`src/hdl/lps_pkg.sv`:
```
`timescale 1ns / 1ps
`default_nettype none

package lps_pkg;

   // coordinate width of every endpoint and pixel field
   localparam int COORD_BITS = 12;
   localparam int COLOR_BITS = 32;

   // request kinds
   typedef enum logic [0:0] {
      REQ_START = 1'b0,
      REQ_STEP  = 1'b1
   } req_kind_type;

   // line modes
   typedef enum logic [1:0] {
      MODE_VERT    = 2'd0,
      MODE_STEEP   = 2'd1,
      MODE_SHALLOW = 2'd2
   } mode_type;

   // result status codes
   typedef enum logic [1:0] {
      ST_OK     = 2'd0,
      ST_REJECT = 2'd1,
      ST_IDLE   = 2'd2
   } status_type;

   typedef logic [COORD_BITS-1:0] coord_type;

   typedef struct packed {
      req_kind_type          req_type;
      coord_type             x_start;
      coord_type             y_start;
      coord_type             x_end;
      coord_type             y_end;
      logic [COLOR_BITS-1:0] color;
   } request_type;

   typedef struct packed {
      logic                  pixel_valid;
      coord_type             pixel_x;
      coord_type             pixel_y;
      logic [COLOR_BITS-1:0] pixel_color;
      logic                  last_pixel;
      status_type            status;
   } response_type;

   // decoded line setup handed from the setup logic to the stepper
   typedef struct packed {
      logic                   reject;
      mode_type               mode;
      coord_type              drive_pos;
      coord_type              drive_end;
      coord_type              minor_pos;
      coord_type              major_delta;
      logic signed [COORD_BITS:0] minor_delta;
   } setup_type;

endpackage

`default_nettype wire

```
`src/hdl/line_pixel_stepper.sv`:
```
`timescale 1ns / 1ps
`default_nettype none

// Incremental line rasteriser.
// req channel: a start request loads two endpoints and a colour; each step
// request then yields one pixel of the line, from the first point plus one
// up to the end point, with last_pixel set on the end point.
// rsp channel: exactly one response per request, in request order. Starts
// and steps with no line carry no pixel and report their status.
// A request reaches the response register at the clock edge after its
// transfer when the response side is free (input register, then response
// register).
// Throughput: one request per cycle sustained while rsp_ready stays high, set
// by the add and compare on the remainder term between the two registers.
// Reset clears the line state and empties both pipeline registers; no line is
// active afterwards. When the receiver stalls, the response holds in its
// register, one further request waits in the input register, and req_ready
// drops.
module line_pixel_stepper (
   input  var logic                  clock,
   input  var logic                  reset,
   input  var logic                  req_valid,
   output var logic                  req_ready,
   input  var lps_pkg::request_type  req_data,
   output var logic                  rsp_valid,
   input  var logic                  rsp_ready,
   output lps_pkg::response_type     rsp_data
);

   logic                  in_valid_ff;
   lps_pkg::request_type  in_item_ff;
   logic                  out_valid_ff;
   lps_pkg::response_type out_item_ff;
   lps_pkg::response_type result;
   logic                  advance;

   // the item in the input register moves on when the response slot frees
   assign advance   = in_valid_ff && (!out_valid_ff || rsp_ready);
   assign req_ready = !in_valid_ff || advance;

   lps_core u_core (
      .clock  (clock),
      .reset  (reset),
      .fire   (advance),
      .item   (in_item_ff),
      .result (result)
   );

   // input register
   always_ff @(posedge clock) begin
      if (reset) begin
         in_valid_ff <= 1'b0;
      end else if (req_ready) begin
         in_valid_ff <= req_valid;
      end
   end

   always_ff @(posedge clock) begin
      if (req_ready && req_valid) begin
         in_item_ff <= req_data;
      end
   end

   // response register
   always_ff @(posedge clock) begin
      if (reset) begin
         out_valid_ff <= 1'b0;
      end else if (advance) begin
         out_valid_ff <= 1'b1;
      end else if (rsp_ready) begin
         out_valid_ff <= 1'b0;
      end
   end

   always_ff @(posedge clock) begin
      if (advance) begin
         out_item_ff <= result;
      end
   end

   assign rsp_valid = out_valid_ff;
   assign rsp_data  = out_item_ff;

endmodule

`default_nettype wire

```
`src/hdl/lps_setup.sv`:
```
`timescale 1ns / 1ps
`default_nettype none

module lps_setup (
   input  var lps_pkg::request_type item,
   output lps_pkg::setup_type       setup
);

   localparam int CB = lps_pkg::COORD_BITS;

   logic signed [CB:0] dx;
   logic signed [CB:0] dy;
   logic signed [CB:0] dx_neg;
   logic signed [CB:0] dy_neg;
   logic [CB-1:0]      adx;
   logic [CB-1:0]      ady;
   logic               vertical;
   logic               steep;
   logic signed [CB:0] major;

   // signed deltas and their magnitudes
   assign dx     = $signed({1'b0, item.x_end}) - $signed({1'b0, item.x_start});
   assign dy     = $signed({1'b0, item.y_end}) - $signed({1'b0, item.y_start});
   assign dx_neg = -dx;
   assign dy_neg = -dy;
   assign adx    = dx[CB] ? dx_neg[CB-1:0] : dx[CB-1:0];
   assign ady    = dy[CB] ? dy_neg[CB-1:0] : dy[CB-1:0];

   // mode pick and driving delta
   assign vertical = (dx == '0);
   assign steep    = (ady > adx);
   assign major    = (vertical || steep) ? dy : dx;

   always_comb begin
      setup.reject      = major[CB] || (major == '0);
      setup.major_delta = major[CB-1:0];
      if (vertical) begin
         setup.mode = lps_pkg::MODE_VERT;
      end else if (steep) begin
         setup.mode = lps_pkg::MODE_STEEP;
      end else begin
         setup.mode = lps_pkg::MODE_SHALLOW;
      end
      // shallow lines are driven along x, the rest along y
      if (!vertical && !steep) begin
         setup.drive_pos   = item.x_start;
         setup.drive_end   = item.x_end;
         setup.minor_pos   = item.y_start;
         setup.minor_delta = dy;
      end else begin
         setup.drive_pos   = item.y_start;
         setup.drive_end   = item.y_end;
         setup.minor_pos   = item.x_start;
         setup.minor_delta = dx;
      end
   end

endmodule

`default_nettype wire

```
`src/hdl/lps_core.sv`:
```
`timescale 1ns / 1ps
`default_nettype none

module lps_core (
   input  var logic                  clock,
   input  var logic                  reset,
   input  var logic                  fire,
   input  var lps_pkg::request_type  item,
   output lps_pkg::response_type     result
);

   localparam int CB = lps_pkg::COORD_BITS;
   localparam int SW = CB + 2;

   lps_pkg::setup_type setup;

   logic                           line_active_ff;
   lps_pkg::mode_type              line_mode_ff;
   logic [CB-1:0]                  drive_pos_ff;
   logic [CB-1:0]                  drive_end_ff;
   logic [CB-1:0]                  minor_pos_ff;
   logic [CB-1:0]                  remainder_acc_ff;
   logic [CB-1:0]                  major_delta_ff;
   logic signed [CB:0]             minor_delta_ff;
   logic [lps_pkg::COLOR_BITS-1:0] line_color_ff;

   logic [CB-1:0]      drive_pos_in;
   logic [CB-1:0]      minor_pos_in;
   logic [CB-1:0]      remainder_acc_in;
   logic signed [SW-1:0] sum;
   logic signed [SW-1:0] major_ext;
   logic signed [SW-1:0] sum_sub;
   logic signed [SW-1:0] sum_add;
   logic               last;
   logic               is_start;

   lps_setup u_setup (
      .item  (item),
      .setup (setup)
   );

   assign is_start = (item.req_type == lps_pkg::REQ_START);

   // one pixel step: advance the driving coordinate, fold the remainder
   assign drive_pos_in = drive_pos_ff + 1'b1;
   assign major_ext    = $signed({2'b00, major_delta_ff});
   assign sum          = $signed({2'b00, remainder_acc_ff})
                       + $signed({minor_delta_ff[CB], minor_delta_ff});
   assign sum_sub      = sum - major_ext;
   assign sum_add      = sum + major_ext;

   always_comb begin
      if (sum >= major_ext) begin
         remainder_acc_in = sum_sub[CB-1:0];
         minor_pos_in     = minor_pos_ff + 1'b1;
      end else if (sum[SW-1]) begin
         remainder_acc_in = sum_add[CB-1:0];
         minor_pos_in     = minor_pos_ff - 1'b1;
      end else begin
         remainder_acc_in = sum[CB-1:0];
         minor_pos_in     = minor_pos_ff;
      end
   end

   assign last = (drive_pos_in == drive_end_ff);

   // line state
   always_ff @(posedge clock) begin
      if (reset) begin
         line_active_ff   <= 1'b0;
         line_mode_ff     <= lps_pkg::MODE_VERT;
         drive_pos_ff     <= '0;
         drive_end_ff     <= '0;
         minor_pos_ff     <= '0;
         remainder_acc_ff <= '0;
         major_delta_ff   <= '0;
         minor_delta_ff   <= '0;
         line_color_ff    <= '0;
      end else if (fire) begin
         if (is_start) begin
            if (setup.reject) begin
               line_active_ff <= 1'b0;
            end else begin
               line_active_ff   <= 1'b1;
               line_mode_ff     <= setup.mode;
               drive_pos_ff     <= setup.drive_pos;
               drive_end_ff     <= setup.drive_end;
               minor_pos_ff     <= setup.minor_pos;
               remainder_acc_ff <= '0;
               major_delta_ff   <= setup.major_delta;
               minor_delta_ff   <= setup.minor_delta;
               line_color_ff    <= item.color;
            end
         end else if (line_active_ff) begin
            drive_pos_ff     <= drive_pos_in;
            minor_pos_ff     <= minor_pos_in;
            remainder_acc_ff <= remainder_acc_in;
            if (last) begin
               line_active_ff <= 1'b0;
            end
         end
      end
   end

   // result for the item in hand
   always_comb begin
      result = '0;
      if (is_start) begin
         result.status = setup.reject ? lps_pkg::ST_REJECT : lps_pkg::ST_OK;
      end else if (!line_active_ff) begin
         result.status = lps_pkg::ST_IDLE;
      end else begin
         result.pixel_valid = 1'b1;
         result.pixel_color = line_color_ff;
         result.last_pixel  = last;
         result.status      = lps_pkg::ST_OK;
         if (line_mode_ff == lps_pkg::MODE_SHALLOW) begin
            result.pixel_x = drive_pos_in;
            result.pixel_y = minor_pos_in;
         end else begin
            result.pixel_x = minor_pos_in;
            result.pixel_y = drive_pos_in;
         end
      end
   end

endmodule

`default_nettype wire

```
`config.mk`:
```
export PLATFORM = sky130hd
export DESIGN_NAME = line_pixel_stepper
export DESIGN_NICKNAME = d
export VERILOG_FILES = /design/src/hdl/lps_pkg.sv /design/src/hdl/line_pixel_stepper.sv /design/src/hdl/lps_setup.sv /design/src/hdl/lps_core.sv
export SDC_FILE = /design/constraint.sdc
export NUM_CORES = 1
export LEC_CHECK = 0
export ABC_AREA = 1
export BUFFER_PORTS_ARGS = -buffer_cell sky130_fd_sc_hd__clkbuf_2
export CORE_UTILIZATION = 50
export DETAILED_ROUTE_END_ITERATION = 8
export PLACE_DENSITY = 0.79
export SYNTH_ARGS = -nofsm -noshare
export SYNTH_HDL_FRONTEND = slang
export SYNTH_SLANG_ARGS = --single-unit
```
`constraint.sdc`:
```
create_clock -name clock -period 15.1 [get_ports clock]
set_clock_uncertainty 0.2 [all_clocks]
set_input_delay 0.755 -clock clock [delete_from_list [all_inputs] [get_ports clock]]
set_output_delay 0.755 -clock clock [all_outputs]
set_load 0.005 [all_outputs]
```
Word-level counts from Yosys, hierarchy flattened
Cells that the tools add are included.
{"block": "op_classes", "n_addsub": 10, "eq_ne": 4, "mux": 31, "reduce_logical": 17, "n_bitwise": 2, "order_cmp": 2}
{"cell": "12-bit 2-to-1 mux", "count": 15}
{"cell": "58-bit 2-to-1 mux", "count": 1}
{"cell": "36-bit 2-to-1 mux", "count": 1}
{"cell": "13-bit zero test", "count": 2}
{"cell": "13-bit 2-to-1 mux", "count": 2}
{"cell": "12-bit by 12-bit subtractor with 13-bit output", "count": 2}
{"cell": "12-bit by 1-bit adder with 12-bit output, second input constant", "count": 2}
{"cell": "24-bit 2-to-1 mux", "count": 1}
{"cell": "12-bit negator", "count": 2}
{"cell": "13-bit by 13-bit adder with 14-bit output", "count": 1}
{"cell": "14-bit by 13-bit >= comparator with 1-bit output", "count": 1}
{"cell": "12-bit adder", "count": 1}
{"cell": "12-bit == test", "count": 1}
{"cell": "12-bit greater-than comparator", "count": 1}
{"cell": "12-bit by 1-bit subtractor with 12-bit output, second input constant", "count": 1}
{"cell": "12-bit subtractor", "count": 1}
{"cell": "2-bit 2-to-1 mux", "count": 4}
{"cell": "1-bit 2-to-1 mux", "count": 7}
{"cell": "3-bit AND reduction", "count": 2}
{"cell": "1-bit zero test", "count": 4}
{"cell": "1-bit logical OR", "count": 4}
{"cell": "1-bit logical AND", "count": 3}
{"cell": "2-bit == test, second input constant", "count": 1}
{"cell": "2-bit by 1-bit != test with 1-bit output, second input constant", "count": 1}
{"cell": "4 further kinds", "count": 5}
{"block": "totals", "input_bits": 85, "regBits": 251}

Logic depth before layout (Yosys ltp)
{"block": "logic_depth", "ltp_word": 10, "ltp_mapped": 38, "depth_no_buf": 36}

By module
A second synthesis with hierarchy kept.
{"block": "hier_totals", "cells_unflattened": 1951, "hier_area_um2": 15051.9}
{"module": "lps_core", "instances": 1, "area_per_inst_um2": 7815.0, "cells_per_inst": 1246}
{"module": "line_pixel_stepper", "instances": 1, "area_per_inst_um2": 4325.4, "cells_per_inst": 153}
{"module": "lps_setup", "instances": 1, "area_per_inst_um2": 2911.5, "cells_per_inst": 552}

Worst setup path before layout
OpenSTA, ideal clock, no wires.
{"block": "synth_timing", "kind": "register -> register", "startpoint": "register in_item_ff[32] (netlist bit)", "endpoint": "register u_core.minor_pos_ff[3]", "t_required_ns": 14.785, "stages_incl_launch_ff": 35, "path_slack_ns": 10.145, "setup_time_ns": 0.115, "arrival_time_ns": 4.640, "path_cell_list": "edfxtp_1 > inv_1 > ha_1 > inv_1 > fa_1 > or2_2 > nand2_1 > inv_1 > nor3_1 > nand3_1 > nor3_1 > inv_1 > nor3_1 > inv_1 > o31ai_1 > xnor2_1 > ha_1 > nand2_1 > inv_1 > nand3_1 > nor3_1 > nand4_1 > nand2_1 > clkbuf_1 > nand3_1 > nand2_1 > nand3_1 > nor2_1 > nand2_1 > nand2_2 > nand2_4 > buf_6 > buf_6 > a21oi_1 > nor2_1"}
{"block": "synth_between", "elab_chain_len": 10}
{"item": "from (decl)", "line": "line_pixel_stepper.sv:31", "source": "lps_pkg::request_type in_item_ff;"}
{"item": "from (signal assigned)", "line": "line_pixel_stepper.sv:60", "source": "in_item_ff <= req_data;"}
{"item": "12-bit by 12-bit subtractor with 13-bit output *", "line": "lps_setup.sv:23", "source": "assign dy = $signed({1'b0, item.y_end}) - $signed({1'b0, item.y_start});"}
{"item": "12-bit negator", "line": "lps_setup.sv:25", "source": "assign dy_neg = -dy;"}
{"item": "12-bit 2-to-1 mux", "line": "lps_setup.sv:27", "source": "assign ady = dy[CB] ? dy_neg[CB-1:0] : dy[CB-1:0];"}
{"item": "12-bit greater-than comparator", "line": "lps_setup.sv:31", "source": "assign steep = (ady > adx);"}
{"item": "1-bit logical OR", "line": "lps_setup.sv:32", "source": "assign major = (vertical || steep) ? dy : dx;"}
{"item": "13-bit 2-to-1 mux", "line": "lps_setup.sv:32"}
{"item": "13-bit zero test", "line": "lps_setup.sv:35", "source": "setup.reject = major[CB] || (major == '0);"}
{"item": "1-bit logical OR", "line": "lps_setup.sv:35"}
{"item": "2-bit != test (no line)"}
{"item": "3-bit AND reduction (no line)"}
{"item": "to (signal assigned)", "line": "lps_core.sv:88", "source": "minor_pos_ff <= setup.minor_pos;"}
{"item": "to (signal assigned)", "line": "lps_core.sv:96", "source": "minor_pos_ff <= minor_pos_in;"}
{"item": "to (decl)", "line": "lps_core.sv:21", "source": "logic [CB-1:0] minor_pos_ff;"}
Mark *: on every way between the ends. The rest lies on a longest branch, timed or not. The select of a mux whose other input is x is not followed.
A chain may end at the register's enable or synchronous reset.

Worst setup path in the final report
{"block": "layout_timing", "startpoint": "register in_item_ff[32] (netlist bit)", "endpoint": "register u_core.line_color_ff[19] (netlist bit)"}
{"block": "layout_between", "elab_chain_len": 10}
{"item": "12-bit by 12-bit subtractor with 13-bit output *", "line": "lps_setup.sv:23"}
{"item": "12-bit negator", "line": "lps_setup.sv:25"}
{"item": "12-bit 2-to-1 mux", "line": "lps_setup.sv:27"}
{"item": "12-bit greater-than comparator", "line": "lps_setup.sv:31"}
{"item": "1-bit logical OR", "line": "lps_setup.sv:32"}
{"item": "13-bit 2-to-1 mux *", "line": "lps_setup.sv:32"}
{"item": "13-bit zero test", "line": "lps_setup.sv:35"}
{"item": "1-bit logical OR *", "line": "lps_setup.sv:35"}
{"item": "1-bit NOT (no line) *"}
{"item": "3-bit AND reduction (no line) *"}
{"item": "to (signal assigned)", "line": "lps_core.sv:92", "source": "line_color_ff <= item.color;"}
{"item": "to (decl)", "line": "lps_core.sv:25", "source": "logic [lps_pkg::COLOR_BITS-1:0] line_color_ff;"}
Mark *: on every way between the ends. The rest lies on a longest branch, timed or not.

==> flow_summary_export.csv <==
group,metric,value,unit
clocking,cts_resized,0,
drt,wl_per_cell,17.5,um
critical_path,worstPathMaxFanout,95,
logic_synthesis,post-synth-top-area-cell,"edfxtp_1",
logic_synthesis,synth_most_common_cell,"nand2_1",
drt,viasPerCell,5.45,
die,die_h,175,um
die,die-area,0.0308,mm2
clocking,cts_tree,"done",
critical_path,cp_data_required_time,15.31,ns
logic_synthesis,synth_edf_count,141,
final_layout,fillCellCount,2712,
critical_path,max_stage_delay,0.75,ns
logic_synthesis,ys_seq_area_share,42.8,%
die,rows,63,
sta,period_needed,7.86,ns
global_route,track_usage,27.2,%
sta,rsz0062_at_grt,"no",
drt,drcViolationCount,0,
sta,slew_headroom,29.7,%
critical_path,path_common_cell,"nand2_1",
critical_path,crit_type,"reg2reg",
drt,wirelength,42.5,mm
logic_synthesis,async_flop_share,0,%
sta,totalNegativeSetupSlack,0,ns
clocking,cts_hold_buf,0,
global_route,antenna_found_initial,1,
logic_synthesis,yosysUniqueCellTypes,44,
final_layout,n_antenna_cell,0,
logic_synthesis,synthCells,1915,
status,status,"finished, final reports clean",
final_layout,drive_above_1_share,11.9,%
power_and_ir_drop,p_per_area,136,mW/mm2
global_route,grt_overflow,0,
drt,ant_nets,0,
final_layout,layout.nets,2177,
die,core,0.0296,mm2
drt,drtIter0Drc,1269,
logic_synthesis,netlist.area_leader.share,28.2,%
clocking,clock_path_buffers,3,
clocking,post_cts_buffers,0,
final_layout,area_delta_synth_final,11.4,%
sta,fmax,127,MHz
die,start_util,50.7,%
global_route,grt_pass1_vias,12100,
critical_path,critPathSlowestCell,"nand2_4",
global_route,grt_pass1_wl,65.1,mm
logic_synthesis,ys_ff_latch,251,
die,pin_count,147,
flow_run,maxCapViolCount,0,
die,die_x,175,um
critical_path,crit_path_end_kind,"register",
placed_design,place.gp.congestion,1.01,
power_and_ir_drop,ir_worst_vdd,0.000112,V
critical_path,reg2reg_slack,7.24,ns
global_route,grt_max_degree,96,
hold_path,hold_path_class,"in2reg",
sta,drv_slew,0,
critical_path,critPathLaunchType,"register",
logic_synthesis,syn_area,0.0150,mm2
clocking,root_buffer,"clkbuf_16",
logic_synthesis,yosys-top-cells-count,"nand2_1, inv_1, a21oi_1",
clocking,clk_pin_slew_worst_paths,0.06,ns
clocking,clk_latency,0.57,ns
sta,hold_viol_final,0,
clocking,cts_buffers,28,
critical_path,cp.arrival,8.08,ns
drt,drtPass1Iterations,5,
clocking,cts_sinks,251,
logic_synthesis,synth_area_leaders,"edfxtp_1, dfxtp_1, nand2_1",
placed_design,dp_hpwl,31.0,mm
sta,worst_pin_slew,1.05,ns
logic_synthesis,avgSynthCellArea,7.85,um2
logic_synthesis,synth_warnings,0,
sta,post-route-period-util,52.1,%
placed_design,port_buffers,146,
sta,fin_ws,7.24,ns
power_and_ir_drop,leakage,7.63,nW
drt,vias,13200,
sta,setup_viol,0,
clocking,cts_max_level,1,
logic_synthesis,ys.flop_type,"edfxtp_1",
placed_design,preCtsSetupSlack,7.46,ns
logic_synthesis,synth_fp_nets,2081,
report_power, final:
group          total (W)  leakage, nW  internal (W)  switching, W
sequential      0.000794         2.29      0.000764     0.0000309
combinational   0.000835         4.93      0.000236      0.000599
clock           0.000651        0.420      0.000358      0.000293
total            0.00228         7.63       0.00136      0.000923
cell usage in the layout (no fill, tap or decap), types with 14 or more instances in the layout:
master     count
o21ai_0      100
nand2_1      432
a21oi_1      174
nor3_1        16
dfxtp_1      110
ha_1          76
xnor2_1       18
edfxtp_1     141
xor2_1        70
clkbuf_2     146
nand3_1      148
nor2_1       160
clkbuf_16     28
nand4_1       14
o211ai_1      27
inv_1        241
final cells by class:
| cell class | count | area, um2 | share of cell area [%] |
|---|---|---|---|
| multi-input combinational | 1327 | 7220 | 43.1 |
| clock inverter | 13 | 111 | 0.665 |
| sequential | 251 | 6440 | 38.4 |
| inverter | 247 | 931 | 5.56 |
| timing repair buffer | 156 | 806 | 4.81 |
| tap | 390 | 488 | 2.91 |
| clock buffer | 39 | 762 | 4.55 |
flip-flops by register name (all words and copies together), names as in the netlist:
signal,cells
in_item_ff,81
in_valid_ff,1
rsp_data,60
rsp_valid,1
u_core.drive_end_ff,12
u_core.drive_pos_ff,12
u_core.line_active_ff,1
u_core.line_color_ff,32
u_core.line_mode_ff,2
u_core.major_delta_ff,12
u_core.minor_delta_ff,13
u_core.minor_pos_ff,12
u_core.remainder_acc_ff,12
worst max-delay path: cells and delay by family (launching register included):
family,cells,cell delay (ns)
simple gates,20,4.13
buf+inv,8,1.55
fa+ha+maj,3,0.87
compound gates,3,0.45
flops,1,0.38
xor+xnor,1,0.11
metrics by stage:
stage          total power [W]  hold slack [ns]  util, %  cell area (um2)  std cells
6_report               0.00228            0.154     56.5            16700       2423
5_1_grt                0.00240            0.140     56.5            16700       2423
4_1_cts                0.00227            0.141     56.5            16700       2423
3_5_place_dp           0.00162            0.253     53.6            15900       2371
3_3_place_gp           0.00161            0.247     53.6            15900       2371
2_1_floorplan          0.00142            0.239        -            15000       1915
layer usage:
layer  GRT usage [%]  routed length (um)  part of all wire (%)  vias to the layer above
met1            35.9               18000                    42                     6059
met4            11.5                1920                   4.5                        0
met5               0                   0                     0                        -
met3            5.69                3520                   8.3                      114
li1                -                   -                     -                     6467
met2            43.2               19000                    45                      577
cells by family after synthesis:
group | count (synthesis) | synth area share, %
and+or+nand+nor | 827 | 23.9
adders and majority gates | 81 | 6.99
AOI/OAI and AO/OA | 331 | 11.9
DFF | 251 | 42.8
xor gates and xnor gates | 88 | 5.13
buffers and inverters | 337 | 9.28
path summary, 6_finish.rpt:
| path | from | cells after the start | endpoint |
|---|---|---|---|
| setup / recovery | in_item_ff[32] | 35 | u_core.line_color_ff[19] |
| hold / removal | req_data[76] | 1 | in_item_ff[76] |
| setup reg to reg | in_item_ff[32] | 35 | u_core.line_color_ff[19] |
| hold reg to reg | u_core.line_color_ff[22] | 2 | u_core.line_color_ff[22] |
(Power assumes the default switching activity.)
